===== src/design/btfa_pkg.sv =====
`default_nettype none

package btfa_pkg;

   // Build-time shape of the block.
   localparam int CHANNELS    = 4;
   localparam int SAMPLE_BITS = 24;

   // Fixed field widths of the channels.
   localparam int CH_W      = 2;
   localparam int RATIO_W   = 24;
   localparam int VALUE_W   = 35;
   localparam int CSR_IDX_W = 2;
   localparam int CSR_DAT_W = 16;

   // Register widths.
   localparam int SCALE_W = 10;
   localparam int COUNT_W = 8;
   localparam int LIMIT_W = 16;

   // Derived datapath widths.
   localparam int SCALED_W  = SAMPLE_BITS + SCALE_W;
   localparam int SUM_W     = SCALED_W + COUNT_W;
   localparam int CH_IDX_W  = (CHANNELS > 1) ? $clog2(CHANNELS) : 1;
   localparam int MUL_CNT_W = $clog2(SCALE_W);
   localparam int DIV_CNT_W = $clog2(SUM_W);

   localparam logic [MUL_CNT_W-1:0] MUL_LAST = MUL_CNT_W'(SCALE_W - 1);
   localparam logic [DIV_CNT_W-1:0] DIV_LAST = DIV_CNT_W'(SUM_W - 1);
   localparam logic [CH_W:0]        CHANNELS_V = (CH_W + 1)'(CHANNELS);
   localparam logic [CHANNELS-1:0]  ALL_MASK = {CHANNELS{1'b1}};

   // Register reset values.
   localparam logic [SCALE_W-1:0] SCALE_RST = SCALE_W'(1000);
   localparam logic [COUNT_W-1:0] COUNT_RST = COUNT_W'(100);
   localparam logic [LIMIT_W-1:0] LIMIT_RST = LIMIT_W'(1000);
   localparam logic [LIMIT_W-1:0] FRAMES_MAX = {LIMIT_W{1'b1}};

   // Register indexes on the configuration channel.
   localparam logic [CSR_IDX_W-1:0] REG_SCALE = CSR_IDX_W'(0);
   localparam logic [CSR_IDX_W-1:0] REG_COUNT = CSR_IDX_W'(1);
   localparam logic [CSR_IDX_W-1:0] REG_LIMIT = CSR_IDX_W'(2);

   // Frame kinds.
   localparam logic KIND_OFFSETS = 1'b0;
   localparam logic KIND_MEASURE = 1'b1;

   typedef logic signed [SAMPLE_BITS-1:0] code_type;
   typedef logic signed [SCALED_W-1:0]    scaled_type;
   typedef logic signed [SCALED_W:0]      latest_type;
   typedef logic signed [SUM_W-1:0]       sum_type;
   typedef logic signed [VALUE_W-1:0]     value_type;
   typedef logic [COUNT_W-1:0]            count_type;

endpackage

`default_nettype wire


===== src/design/btfa_channels.sv =====
`default_nettype none

interface btfa_req_if;
   logic                                  valid;
   logic                                  ready;
   logic [btfa_pkg::CH_W-1:0]             channel;
   logic signed [btfa_pkg::RATIO_W-1:0]   ratio_code;

   modport source (output valid, output channel, output ratio_code, input ready);
   modport sink   (input valid, input channel, input ratio_code, output ready);
endinterface

interface btfa_rsp_if;
   logic                                  valid;
   logic                                  ready;
   logic                                  frame_kind;
   logic signed [btfa_pkg::VALUE_W-1:0]   value_ch0;
   logic signed [btfa_pkg::VALUE_W-1:0]   value_ch1;
   logic signed [btfa_pkg::VALUE_W-1:0]   value_ch2;
   logic signed [btfa_pkg::VALUE_W-1:0]   value_ch3;

   modport source (output valid, output frame_kind, output value_ch0, output value_ch1,
                   output value_ch2, output value_ch3, input ready);
   modport sink   (input valid, input frame_kind, input value_ch0, input value_ch1,
                   input value_ch2, input value_ch3, output ready);
endinterface

interface btfa_csr_if;
   logic                                  valid;
   logic                                  ready;
   logic [btfa_pkg::CSR_IDX_W-1:0]        index;
   logic [btfa_pkg::CSR_DAT_W-1:0]        data;

   modport source (output valid, output index, output data, input ready);
   modport sink   (input valid, input index, input data, output ready);
endinterface

`default_nettype wire


===== src/design/btfa_serial_mul.sv =====
`default_nettype none

// Shift-and-add multiplier: one bit of the scale factor per cycle, LSB first.
module btfa_serial_mul (
   input  wire logic                    clock,
   input  wire logic                    reset,
   input  wire logic                    start,
   input  wire btfa_pkg::code_type      code,
   input  wire logic [btfa_pkg::SCALE_W-1:0] scale,
   output      logic                    done,
   output      btfa_pkg::scaled_type    product
);

   logic                              busy_ff, busy_in;
   logic                              done_ff, done_in;
   logic [btfa_pkg::MUL_CNT_W-1:0]    cnt_ff, cnt_in;
   logic [btfa_pkg::SCALE_W-1:0]      mplier_ff, mplier_in;
   btfa_pkg::scaled_type              mcand_ff, mcand_in;
   btfa_pkg::scaled_type              acc_ff, acc_in;

   always_comb begin
      busy_in   = busy_ff;
      done_in   = 1'b0;
      cnt_in    = cnt_ff;
      mplier_in = mplier_ff;
      mcand_in  = mcand_ff;
      acc_in    = acc_ff;
      if (start) begin
         busy_in   = 1'b1;
         cnt_in    = '0;
         mplier_in = scale;
         mcand_in  = btfa_pkg::scaled_type'(code);
         acc_in    = '0;
      end else if (busy_ff) begin
         if (mplier_ff[0]) begin
            acc_in = acc_ff + mcand_ff;
         end
         mcand_in  = mcand_ff <<< 1;
         mplier_in = mplier_ff >> 1;
         cnt_in    = cnt_ff + 1'b1;
         if (cnt_ff == btfa_pkg::MUL_LAST) begin
            busy_in = 1'b0;
            done_in = 1'b1;
         end
      end
   end

   always_ff @(posedge clock) begin
      if (reset) begin
         busy_ff <= 1'b0;
         done_ff <= 1'b0;
      end else begin
         busy_ff <= busy_in;
         done_ff <= done_in;
      end
   end

   always_ff @(posedge clock) begin
      cnt_ff    <= cnt_in;
      mplier_ff <= mplier_in;
      mcand_ff  <= mcand_in;
      acc_ff    <= acc_in;
   end

   assign done    = done_ff;
   assign product = acc_ff;

endmodule

`default_nettype wire


===== src/design/btfa_serial_div.sv =====
`default_nettype none

// Restoring divider on the magnitude, one quotient bit per cycle, then a sign fix
// that truncates toward zero. The divisor must be nonzero.
module btfa_serial_div (
   input  wire logic                    clock,
   input  wire logic                    reset,
   input  wire logic                    start,
   input  wire btfa_pkg::sum_type       dividend,
   input  wire btfa_pkg::count_type     divisor,
   output      logic                    done,
   output      btfa_pkg::scaled_type    quotient
);

   logic                              busy_ff, busy_in;
   logic                              fin_ff, fin_in;
   logic                              done_ff, done_in;
   logic                              neg_ff, neg_in;
   logic [btfa_pkg::DIV_CNT_W-1:0]    cnt_ff, cnt_in;
   logic [btfa_pkg::SUM_W-1:0]        quo_ff, quo_in;
   btfa_pkg::count_type               rem_ff, rem_in;
   btfa_pkg::count_type               dsor_ff, dsor_in;
   btfa_pkg::scaled_type              result_ff, result_in;

   logic [btfa_pkg::COUNT_W:0]        trial;
   logic [btfa_pkg::COUNT_W:0]        diff;
   logic                              fits;
   btfa_pkg::sum_type                 neg_dividend;
   btfa_pkg::scaled_type              low_quo;

   assign trial        = {rem_ff, quo_ff[btfa_pkg::SUM_W-1]};
   assign diff         = trial - {1'b0, dsor_ff};
   assign fits         = (trial >= {1'b0, dsor_ff});
   assign neg_dividend = -dividend;
   assign low_quo      = btfa_pkg::scaled_type'(quo_ff[btfa_pkg::SCALED_W-1:0]);

   always_comb begin
      busy_in   = busy_ff;
      fin_in    = 1'b0;
      done_in   = 1'b0;
      neg_in    = neg_ff;
      cnt_in    = cnt_ff;
      quo_in    = quo_ff;
      rem_in    = rem_ff;
      dsor_in   = dsor_ff;
      result_in = result_ff;
      if (start) begin
         busy_in = 1'b1;
         cnt_in  = '0;
         neg_in  = dividend[btfa_pkg::SUM_W-1];
         quo_in  = dividend[btfa_pkg::SUM_W-1] ? neg_dividend : dividend;
         rem_in  = '0;
         dsor_in = divisor;
      end else if (busy_ff) begin
         rem_in = fits ? diff[btfa_pkg::COUNT_W-1:0] : trial[btfa_pkg::COUNT_W-1:0];
         quo_in = {quo_ff[btfa_pkg::SUM_W-2:0], fits};
         cnt_in = cnt_ff + 1'b1;
         if (cnt_ff == btfa_pkg::DIV_LAST) begin
            busy_in = 1'b0;
            fin_in  = 1'b1;
         end
      end else if (fin_ff) begin
         result_in = neg_ff ? -low_quo : low_quo;
         done_in   = 1'b1;
      end
   end

   always_ff @(posedge clock) begin
      if (reset) begin
         busy_ff <= 1'b0;
         fin_ff  <= 1'b0;
         done_ff <= 1'b0;
      end else begin
         busy_ff <= busy_in;
         fin_ff  <= fin_in;
         done_ff <= done_in;
      end
   end

   always_ff @(posedge clock) begin
      neg_ff    <= neg_in;
      cnt_ff    <= cnt_in;
      quo_ff    <= quo_in;
      rem_ff    <= rem_in;
      dsor_ff   <= dsor_in;
      result_ff <= result_in;
   end

   assign done     = done_ff;
   assign quotient = result_ff;

endmodule

`default_nettype wire


===== src/design/bridge_tare_frame_aligner_unit.sv =====
`default_nettype none

// Tare averaging and frame alignment for up to four load-cell bridge channels.
// Each word on req_ch carries a channel number and a signed converter code. The
// code is multiplied by scale_factor. While calibrating, each channel sums its
// first cal_count scaled samples; its tare offset is that sum divided by the
// number of samples summed, truncated toward zero. Samples for a channel that has
// finished are dropped until every channel is done, at which point one offsets
// word (frame_kind 0) goes out on rsp_ch. From then on every scaled sample minus
// its channel's offset is held, and each time all channels hold a fresh value one
// measurement word (frame_kind 1) goes out. After frame_limit measurement words
// the block drops all input until reset. Samples for a channel number at or above
// the channel count are dropped, and the value fields of absent channels read 0.
// All values are in units of one converter LSB times scale_factor. The block
// works on one sample at a time. A dropped sample is taken and discarded while
// idle. A kept sample passes through the bit-serial multiplier, which consumes
// one bit of scale_factor per cycle. The sample that completes a channel's
// calibration then also passes through the restoring divider, which produces
// one quotient bit per cycle over the 42-bit sum. A finished word waits in an
// output register, so the next sample is taken while rsp_ch is stalled; only a
// second word stalls the block until the first is taken. Configuration words on
// csr_ch are always accepted and take effect at once; index 3 is ignored. Write
// them only while no sample is in progress.
module bridge_tare_frame_aligner_unit (
   input wire logic     clock,
   input wire logic     reset,
   btfa_req_if.sink     req_ch,
   btfa_rsp_if.source   rsp_ch,
   btfa_csr_if.sink     csr_ch
);

   typedef enum logic [4:0] {
      ST_IDLE   = 5'b00001,
      ST_MUL    = 5'b00010,
      ST_UPDATE = 5'b00100,
      ST_DIV    = 5'b01000,
      ST_EMIT   = 5'b10000
   } state_type;

   state_type                          state_ff, state_in;
   logic [btfa_pkg::CH_IDX_W-1:0]      ch_ff, ch_in;
   logic [btfa_pkg::SCALE_W-1:0]       scale_ff, scale_in;
   btfa_pkg::count_type                count_ff, count_in;
   logic [btfa_pkg::LIMIT_W-1:0]       limit_ff, limit_in;

   btfa_pkg::sum_type                  cal_sum_ff [btfa_pkg::CHANNELS];
   btfa_pkg::sum_type                  cal_sum_in [btfa_pkg::CHANNELS];
   btfa_pkg::count_type                cal_seen_ff [btfa_pkg::CHANNELS];
   btfa_pkg::count_type                cal_seen_in [btfa_pkg::CHANNELS];
   btfa_pkg::scaled_type               offset_ff [btfa_pkg::CHANNELS];
   btfa_pkg::scaled_type               offset_in [btfa_pkg::CHANNELS];
   btfa_pkg::latest_type               latest_ff [btfa_pkg::CHANNELS];
   btfa_pkg::latest_type               latest_in [btfa_pkg::CHANNELS];

   logic [btfa_pkg::CHANNELS-1:0]      fresh_ff, fresh_in;
   logic [btfa_pkg::CHANNELS-1:0]      cal_done_ff, cal_done_in;
   logic                               measuring_ff, measuring_in;
   logic [btfa_pkg::LIMIT_W-1:0]       frames_ff, frames_in;
   logic                               halted_ff, halted_in;
   logic                               div_start_ff, div_start_in;
   logic                               kind_ff, kind_in;

   logic                               out_valid_ff, out_valid_in;
   logic                               out_kind_ff, out_kind_in;
   btfa_pkg::value_type                out_value_ff [4];
   btfa_pkg::value_type                out_value_in [4];
   btfa_pkg::value_type                frame_value [4];

   logic                               accept;
   logic [btfa_pkg::CH_IDX_W-1:0]      req_idx;
   logic                               keep;
   logic                               mul_start;
   logic                               mul_done;
   btfa_pkg::scaled_type               product;
   logic                               div_done;
   btfa_pkg::scaled_type               quotient;
   btfa_pkg::count_type                seen_next;
   btfa_pkg::count_type                need;
   logic [btfa_pkg::CHANNELS-1:0]      ch_bit;
   logic                               out_load;

   assign accept  = req_ch.valid && req_ch.ready;
   assign req_idx = req_ch.channel[btfa_pkg::CH_IDX_W-1:0];

   // A sample is kept unless the block has halted, the channel is absent, or the
   // channel already has its offset while others are still calibrating.
   assign keep = !halted_ff
              && ({1'b0, req_ch.channel} < btfa_pkg::CHANNELS_V)
              && !(!measuring_ff && cal_done_ff[req_idx]);
   assign mul_start = accept && keep;

   assign ch_bit    = btfa_pkg::CHANNELS'(1) << ch_ff;
   assign seen_next = cal_seen_ff[ch_ff] + 1'b1;
   assign need      = (count_ff == '0) ? btfa_pkg::count_type'(1) : count_ff;
   assign out_load  = (state_ff == ST_EMIT) && (!out_valid_ff || rsp_ch.ready);

   btfa_serial_mul u_mul (
      .clock   (clock),
      .reset   (reset),
      .start   (mul_start),
      .code    (btfa_pkg::code_type'(req_ch.ratio_code[btfa_pkg::SAMPLE_BITS-1:0])),
      .scale   (scale_ff),
      .done    (mul_done),
      .product (product)
   );

   // The divider reads the sum and count after the update cycle has stored them.
   btfa_serial_div u_div (
      .clock    (clock),
      .reset    (reset),
      .start    (div_start_ff),
      .dividend (cal_sum_ff[ch_ff]),
      .divisor  (cal_seen_ff[ch_ff]),
      .done     (div_done),
      .quotient (quotient)
   );

   // Frame contents: offsets or tared values; absent channels read zero.
   for (genvar gi = 0; gi < 4; gi++) begin : g_frame
      if (gi < btfa_pkg::CHANNELS) begin : g_present
         assign frame_value[gi] = (kind_ff == btfa_pkg::KIND_MEASURE)
                                ? btfa_pkg::value_type'(latest_ff[gi])
                                : btfa_pkg::value_type'(offset_ff[gi]);
      end else begin : g_absent
         assign frame_value[gi] = '0;
      end
   end

   always_comb begin
      state_in     = state_ff;
      ch_in        = ch_ff;
      scale_in     = scale_ff;
      count_in     = count_ff;
      limit_in     = limit_ff;
      cal_sum_in   = cal_sum_ff;
      cal_seen_in  = cal_seen_ff;
      offset_in    = offset_ff;
      latest_in    = latest_ff;
      fresh_in     = fresh_ff;
      cal_done_in  = cal_done_ff;
      measuring_in = measuring_ff;
      frames_in    = frames_ff;
      halted_in    = halted_ff;
      div_start_in = 1'b0;
      kind_in      = kind_ff;
      out_kind_in  = out_kind_ff;
      out_value_in = out_value_ff;
      out_valid_in = out_valid_ff;

      if (out_valid_ff && rsp_ch.ready) begin
         out_valid_in = 1'b0;
      end

      if (csr_ch.valid && csr_ch.ready) begin
         case (csr_ch.index)
            btfa_pkg::REG_SCALE: scale_in = csr_ch.data[btfa_pkg::SCALE_W-1:0];
            btfa_pkg::REG_COUNT: count_in = csr_ch.data[btfa_pkg::COUNT_W-1:0];
            btfa_pkg::REG_LIMIT: limit_in = csr_ch.data[btfa_pkg::LIMIT_W-1:0];
            default: ;
         endcase
      end

      case (state_ff)
         ST_IDLE: begin
            if (mul_start) begin
               ch_in    = req_idx;
               state_in = ST_MUL;
            end
         end
         ST_MUL: begin
            if (mul_done) begin
               state_in = ST_UPDATE;
            end
         end
         ST_UPDATE: begin
            state_in = ST_IDLE;
            if (!measuring_ff) begin
               cal_sum_in[ch_ff]  = cal_sum_ff[ch_ff] + btfa_pkg::sum_type'(product);
               cal_seen_in[ch_ff] = seen_next;
               if (seen_next >= need && seen_next != '0) begin
                  div_start_in = 1'b1;
                  state_in     = ST_DIV;
               end
            end else begin
               latest_in[ch_ff] = btfa_pkg::latest_type'(product)
                                - btfa_pkg::latest_type'(offset_ff[ch_ff]);
               if ((fresh_ff | ch_bit) == btfa_pkg::ALL_MASK) begin
                  fresh_in = '0;
                  kind_in  = btfa_pkg::KIND_MEASURE;
                  state_in = ST_EMIT;
               end else begin
                  fresh_in = fresh_ff | ch_bit;
               end
            end
         end
         ST_DIV: begin
            if (div_done) begin
               offset_in[ch_ff] = quotient;
               cal_done_in      = cal_done_ff | ch_bit;
               if ((cal_done_ff | ch_bit) == btfa_pkg::ALL_MASK) begin
                  measuring_in = 1'b1;
                  kind_in      = btfa_pkg::KIND_OFFSETS;
                  state_in     = ST_EMIT;
               end else begin
                  state_in = ST_IDLE;
               end
            end
         end
         ST_EMIT: begin
            if (out_load) begin
               out_valid_in = 1'b1;
               out_kind_in  = kind_ff;
               out_value_in = frame_value;
               state_in     = ST_IDLE;
               // The frame limit is checked after every measurement word.
               if (kind_ff == btfa_pkg::KIND_MEASURE) begin
                  frames_in = (frames_ff != btfa_pkg::FRAMES_MAX) ? frames_ff + 1'b1
                                                                  : frames_ff;
                  halted_in = halted_ff || (frames_in >= limit_ff);
               end
            end
         end
         default: begin
            state_in = ST_IDLE;
         end
      endcase
   end

   always_ff @(posedge clock) begin
      if (reset) begin
         state_ff     <= ST_IDLE;
         scale_ff     <= btfa_pkg::SCALE_RST;
         count_ff     <= btfa_pkg::COUNT_RST;
         limit_ff     <= btfa_pkg::LIMIT_RST;
         cal_sum_ff   <= '{default: '0};
         cal_seen_ff  <= '{default: '0};
         offset_ff    <= '{default: '0};
         fresh_ff     <= '0;
         cal_done_ff  <= '0;
         measuring_ff <= 1'b0;
         frames_ff    <= '0;
         halted_ff    <= 1'b0;
         div_start_ff <= 1'b0;
         out_valid_ff <= 1'b0;
      end else begin
         state_ff     <= state_in;
         scale_ff     <= scale_in;
         count_ff     <= count_in;
         limit_ff     <= limit_in;
         cal_sum_ff   <= cal_sum_in;
         cal_seen_ff  <= cal_seen_in;
         offset_ff    <= offset_in;
         fresh_ff     <= fresh_in;
         cal_done_ff  <= cal_done_in;
         measuring_ff <= measuring_in;
         frames_ff    <= frames_in;
         halted_ff    <= halted_in;
         div_start_ff <= div_start_in;
         out_valid_ff <= out_valid_in;
      end
   end

   always_ff @(posedge clock) begin
      ch_ff        <= ch_in;
      latest_ff    <= latest_in;
      kind_ff      <= kind_in;
      out_kind_ff  <= out_kind_in;
      out_value_ff <= out_value_in;
   end

   assign req_ch.ready     = (state_ff == ST_IDLE);
   assign csr_ch.ready     = 1'b1;
   assign rsp_ch.valid     = out_valid_ff;
   assign rsp_ch.frame_kind = out_kind_ff;
   assign rsp_ch.value_ch0 = out_value_ff[0];
   assign rsp_ch.value_ch1 = out_value_ff[1];
   assign rsp_ch.value_ch2 = out_value_ff[2];
   assign rsp_ch.value_ch3 = out_value_ff[3];

   // Any word on the output implies every channel has its offset.
   a_rsp_after_cal: assert property (@(posedge clock) disable iff (reset)
      rsp_ch.valid |-> (cal_done_ff == btfa_pkg::ALL_MASK))
      else $error("result word before calibration finished");

   // The block can only halt out of the measurement phase.
   a_halt_in_measure: assert property (@(posedge clock) disable iff (reset)
      halted_ff |-> measuring_ff)
      else $error("halted while calibrating");

   // Fresh marks exist only in the measurement phase.
   a_fresh_cal: assert property (@(posedge clock) disable iff (reset)
      !measuring_ff |-> (fresh_ff == '0))
      else $error("fresh marks set during calibration");

   // A full set of fresh marks is always turned into a word before the next sample.
   a_fresh_full: assert property (@(posedge clock) disable iff (reset)
      (state_ff == ST_IDLE) |-> (fresh_ff != btfa_pkg::ALL_MASK))
      else $error("complete frame left pending");

endmodule

`default_nettype wire

===== src/flat_wrapper.sv =====
// flat-port wrapper written by rule: the top's interface ports become plain ports
module bridge_tare_frame_aligner_unit_flat 
  (clock, reset, req_ch_valid, req_ch_channel, req_ch_ratio_code, req_ch_ready, rsp_ch_valid, rsp_ch_frame_kind, rsp_ch_value_ch0, rsp_ch_value_ch1, rsp_ch_value_ch2, rsp_ch_value_ch3, rsp_ch_ready, csr_ch_valid, csr_ch_index, csr_ch_data, csr_ch_ready);
  btfa_req_if req_ch_i ();
  btfa_rsp_if rsp_ch_i ();
  btfa_csr_if csr_ch_i ();
  input wire logic clock;
  input wire logic reset;
  input wire logic [$bits(req_ch_i.valid)-1:0] req_ch_valid;
  input wire logic [$bits(req_ch_i.channel)-1:0] req_ch_channel;
  input wire logic [$bits(req_ch_i.ratio_code)-1:0] req_ch_ratio_code;
  output wire logic [$bits(req_ch_i.ready)-1:0] req_ch_ready;
  output wire logic [$bits(rsp_ch_i.valid)-1:0] rsp_ch_valid;
  output wire logic [$bits(rsp_ch_i.frame_kind)-1:0] rsp_ch_frame_kind;
  output wire logic [$bits(rsp_ch_i.value_ch0)-1:0] rsp_ch_value_ch0;
  output wire logic [$bits(rsp_ch_i.value_ch1)-1:0] rsp_ch_value_ch1;
  output wire logic [$bits(rsp_ch_i.value_ch2)-1:0] rsp_ch_value_ch2;
  output wire logic [$bits(rsp_ch_i.value_ch3)-1:0] rsp_ch_value_ch3;
  input wire logic [$bits(rsp_ch_i.ready)-1:0] rsp_ch_ready;
  input wire logic [$bits(csr_ch_i.valid)-1:0] csr_ch_valid;
  input wire logic [$bits(csr_ch_i.index)-1:0] csr_ch_index;
  input wire logic [$bits(csr_ch_i.data)-1:0] csr_ch_data;
  output wire logic [$bits(csr_ch_i.ready)-1:0] csr_ch_ready;
  assign req_ch_i.valid = req_ch_valid;
  assign req_ch_i.channel = req_ch_channel;
  assign req_ch_i.ratio_code = req_ch_ratio_code;
  assign req_ch_ready = req_ch_i.ready;
  assign rsp_ch_valid = rsp_ch_i.valid;
  assign rsp_ch_frame_kind = rsp_ch_i.frame_kind;
  assign rsp_ch_value_ch0 = rsp_ch_i.value_ch0;
  assign rsp_ch_value_ch1 = rsp_ch_i.value_ch1;
  assign rsp_ch_value_ch2 = rsp_ch_i.value_ch2;
  assign rsp_ch_value_ch3 = rsp_ch_i.value_ch3;
  assign rsp_ch_i.ready = rsp_ch_ready;
  assign csr_ch_i.valid = csr_ch_valid;
  assign csr_ch_i.index = csr_ch_index;
  assign csr_ch_i.data = csr_ch_data;
  assign csr_ch_ready = csr_ch_i.ready;
  bridge_tare_frame_aligner_unit u_core (.clock(clock), .reset(reset), .req_ch(req_ch_i), .rsp_ch(rsp_ch_i), .csr_ch(csr_ch_i));
endmodule

===== config.mk =====
export PLATFORM = sky130hd
export DESIGN_NAME = bridge_tare_frame_aligner_unit_flat
export DESIGN_NICKNAME = d
export VERILOG_FILES = /design/src/design/btfa_pkg.sv /design/src/design/btfa_channels.sv /design/src/design/btfa_serial_mul.sv /design/src/design/btfa_serial_div.sv /design/src/design/bridge_tare_frame_aligner_unit.sv /design/src/flat_wrapper.sv
export SDC_FILE = /design/constraint.sdc
export NUM_CORES = 2
export LEC_CHECK = 0
export ABC_AREA = 0
export BUFFER_PORTS_ARGS = -buffer_cell sky130_fd_sc_hd__buf_2
export CELL_PAD_IN_SITES_DETAIL_PLACEMENT = 1
export CELL_PAD_IN_SITES_GLOBAL_PLACEMENT = 1
export CORE_ASPECT_RATIO = 0.9
export CORE_MARGIN = 3
export CORE_UTILIZATION = 40
export DETAILED_ROUTE_END_ITERATION = 16
export HOLD_SLACK_MARGIN = 0.08
export PLACE_DENSITY_LB_ADDON = 0.1
export SKIP_LAST_GASP = 1
export SLEW_MARGIN = 10
export SYNTH_ARGS = -nofsm -noshare
export SYNTH_HDL_FRONTEND = slang
export SYNTH_SLANG_ARGS = --single-unit

===== constraint.sdc =====
create_clock -name clock -period 14.55 [get_ports clock]
set_clock_uncertainty 0.1 [all_clocks]
set_input_delay 3.6375 -clock clock [delete_from_list [all_inputs] [get_ports clock]]
set_output_delay 3.6375 -clock clock [all_outputs]
set_load 0.03 [all_outputs]

==> flow_summary.json <==
{
  "outcome": "complete, no violations",
  "ctsHoldBuffers": 0,
  "holdWs_ns": 0.352,
  "drc": 0,
  "multi_input_area_um2": 19500,
  "coreArea_um2": 104000,
  "ys_seq_area_share_pct": 51.0,
  "row_count": 112,
  "worst_slew_pin_slew_ns": 1.08,
  "cp_top_family": "simple AND/OR/NAND/NOR gates",
  "synth_top_cell_area_share_pct": 29.3,
  "p_per_area_nw_per_um2": 166,
  "h-tree-depth": 3,
  "total_power_mw": 7.94,
  "track_usage_pct": 23.3,
  "dp_hpwl_um": 86400,
  "cts_max_path_buffers": 3,
  "finalNetCount": 4525,
  "cp.arrival_ns": 2.32,
  "hp-class": "flop to flop",
  "antenna_cells": 0,
  "die_h_um": 315,
  "synthCells": 4223,
  "placement.setup.worst_slack_ns": 7.78,
  "die_w_um": 349,
  "ys.flop_type": "dfxtp_1",
  "yosys.area.top_type": "edfxtp_1",
  "drive_above_1_share_pct": 14.9,
  "wl_per_cell_um": 22.3,
  "pin_count": 193,
  "grt_setup_unrepaired": "false",
  "start_util_pct": 40.6,
  "cts-resized-gates": 0,
  "slowest_stage": "nor3b_1",
  "num_vias": 32100,
  "root_buffer": "clkbuf_16",
  "postCtsSetupBuffers": 0,
  "first_iter_violations": 2064,
  "maxSlewHeadroom_pct": 27.7,
  "grt_pass1_vias": 32500,
  "max_stage_delay_ns": 0.61,
  "synth_common_cells": "nand2_1 (734), a21oi_1 (477), dfxtp_1 (460), edfxtp_1 (413), nor2_1 (367)",
  "syn_area_per_cell_um2": 10.0,
  "final.min_clock_period_ns": 6.06,
  "grt_max_degree": 195,
  "worstSkewPairLatency_ns": 0.69,
  "synth_cell_types": 80,
  "dieArea_um2": 110000,
  "grt_antenna_before_repair": 3,
  "worst_setup_path_start_kind": "flop",
  "crit_type": "flop to primary output",
  "setup_tns_ns": 0,
  "grt_first_pass_wirelength_um": 199000,
  "ir_worst_vdd_v": 0.000101,
  "fmax_mhz": 165,
  "syn_area_um2": 42300,
  "cp.required_ns": 10.81,
  "postRouteWirelength_um": 129000,
  "worstSetupEndpointType": "primary output",
  "cts_buffers": 98,
  "layout.cells.non_filler": 5774,
  "ys_seq_elements": 873,
  "gr-total-overflow": 0,
  "hold_viol_final": 0,
  "gp_congestion": 0.874,
  "cts_tree": "built",
  "viasPerCell": 5.57,
  "yosys_warnings": 0,
  "clk_pin_slew_worst_paths_ns": 0.06,
  "postRouteAntennaNets": 0,
  "setup_violations": 0,
  "p_leak_nw": 17.5,
  "path_cells": "or3_1 -> nor3b_1 -> buf_2",
  "synthArstFlopShare_pct": 0,
  "syn_nets": 4425,
  "dr.pass1.iters": 7,
  "register_area_um2": 21600,
  "num-fill-cells": 11500,
  "critPathMaxFanout": 4,
  "fin_ws_ns": 8.49,
  "layout_worst_path_cycle_share_pct": 41.6,
  "synth.most_common_cell": "nand2_1",
  "synthToLayoutAreaGrowth_pct": 13.2,
  "cts.sinks": 873,
  "io_buffers": 191,
  "max_cap_violations": 0,
  "critical_path_buf_inv_count": 1,
  "synth_edf_count": 413,
  "synth.area.top_cells": "edfxtp_1 (29%), dfxtp_1 (22%), nand2_1 (6.5%), a21oi_1 (5.6%), mux4_2 (4.4%)",
  "dp_cells": 5591,
  "slew_viol_final": 0
}
## metal layers
layer | vias to the layer above | wire length [um] | global-route usage (%)
li1 | 15300 | - | -
met1 | 16100 | 62800 | 33.7
met2 | 542 | 58300 | 36.9
met3 | 173 | 4780 | 2.94
met4 | 4 | 2930 | 5.78
met5 | - | 27 | 0
## cell usage in the layout, fill, tap and decap left out, types with 73 or more instances in the layout
| cell | n |
|---|---|
| nand2_1 | 731 |
| a21oi_1 | 477 |
| dfxtp_1 | 459 |
| edfxtp_1 | 413 |
| nor2_1 | 360 |
| buf_2 | 190 |
| ha_1 | 149 |
| mux2_2 | 138 |
| xnor2_1 | 135 |
| inv_1 | 123 |
| clkbuf_16 | 102 |
| o21ai_0 | 92 |
| mux4_2 | 83 |
| a211oi_1 | 73 |
## report_power, final
part           leakage (nW)  internal [mW]  switching, mW
clock network          1.65           1.52           1.06
logic                  8.33          0.724           1.44
registers              7.52           3.00          0.193
total                  17.5           5.24           2.69
## state kept, by name, summed over array words and instances, names as in the netlist, 10 cells and up
signal,cells
u_core.rsp_ch.value_ch2,35
u_core.rsp_ch.value_ch1,35
u_core.rsp_ch.value_ch3,35
u_core.u_div.quotient,34
u_core.u_div.quo_ff,42
u_core.cal_sum_ff,168
u_core.u_mul.mplier_ff,10
u_core.scale_ff,10
u_core.cal_seen_ff,32
u_core.rsp_ch.value_ch0,35
u_core.u_mul.mcand_ff,34
u_core.latest_ff,140
u_core.offset_ff,136
u_core.limit_ff,16
u_core.frames_ff,16
u_core.u_mul.product,34
## final cells by class
cell class / instances / share of cell area [%]
Multi-Input combinational cell: 2990 / 40.6
Inverter: 125 / 0.979
Sequential cell: 873 / 45.1
Timing Repair Buffer: 235 / 2.76
Tap cell: 1368 / 3.57
Clock inverter: 58 / 1.35
Clock buffer: 125 / 5.67
## worst paths after layout
path | start | to | slack [ns] | cells past startpoint
setup / recovery | u_core.state_ff[1] | req_ch_ready | 8.49 | 3
hold reg to reg | u_core.cal_sum_ff[64] | u_core.cal_sum_ff[64] | 0.35 | 2
hold / removal | u_core.cal_sum_ff[64] | u_core.cal_sum_ff[64] | 0.35 | 2
setup reg to reg | u_core.ch_ff[0] | u_core.latest_ff[102] | 8.68 | 14
## metrics by stage
stage               utilization, %  area [um2]
floorplan                        -       42300
global placement              42.7       44600
detailed placement            42.7       44600
CTS                           45.9       47900
global route                  45.9       47900
finish                        45.9       47900
## worst register-to-register path: cells and delay by family, from the launching register on
| family | cells | cell delay, ns |
|---|---|---|
| and+or+nand+nor | 3 | 0.85 |
| muxes | 1 | 0.68 |
| adders and majority gates | 2 | 0.66 |
| AOI/OAI and AO/OA | 5 | 1.57 |
| DFF | 1 | 0.39 |
| buffers and inverters | 3 | 1.35 |
## cells by family after synthesis
| kind of cell | synth area share (%) |
|---|---|
| compound gates | 13.1 |
| buf+inv | 3.29 |
| other cells | 0.00886 |
| fa+ha+maj | 4.59 |
| flops | 51.0 |
| xor+xnor | 3.81 |
| mux | 8.53 |
| simple gates | 15.7 |
Note: power is estimated with default switching activity, not from simulation.
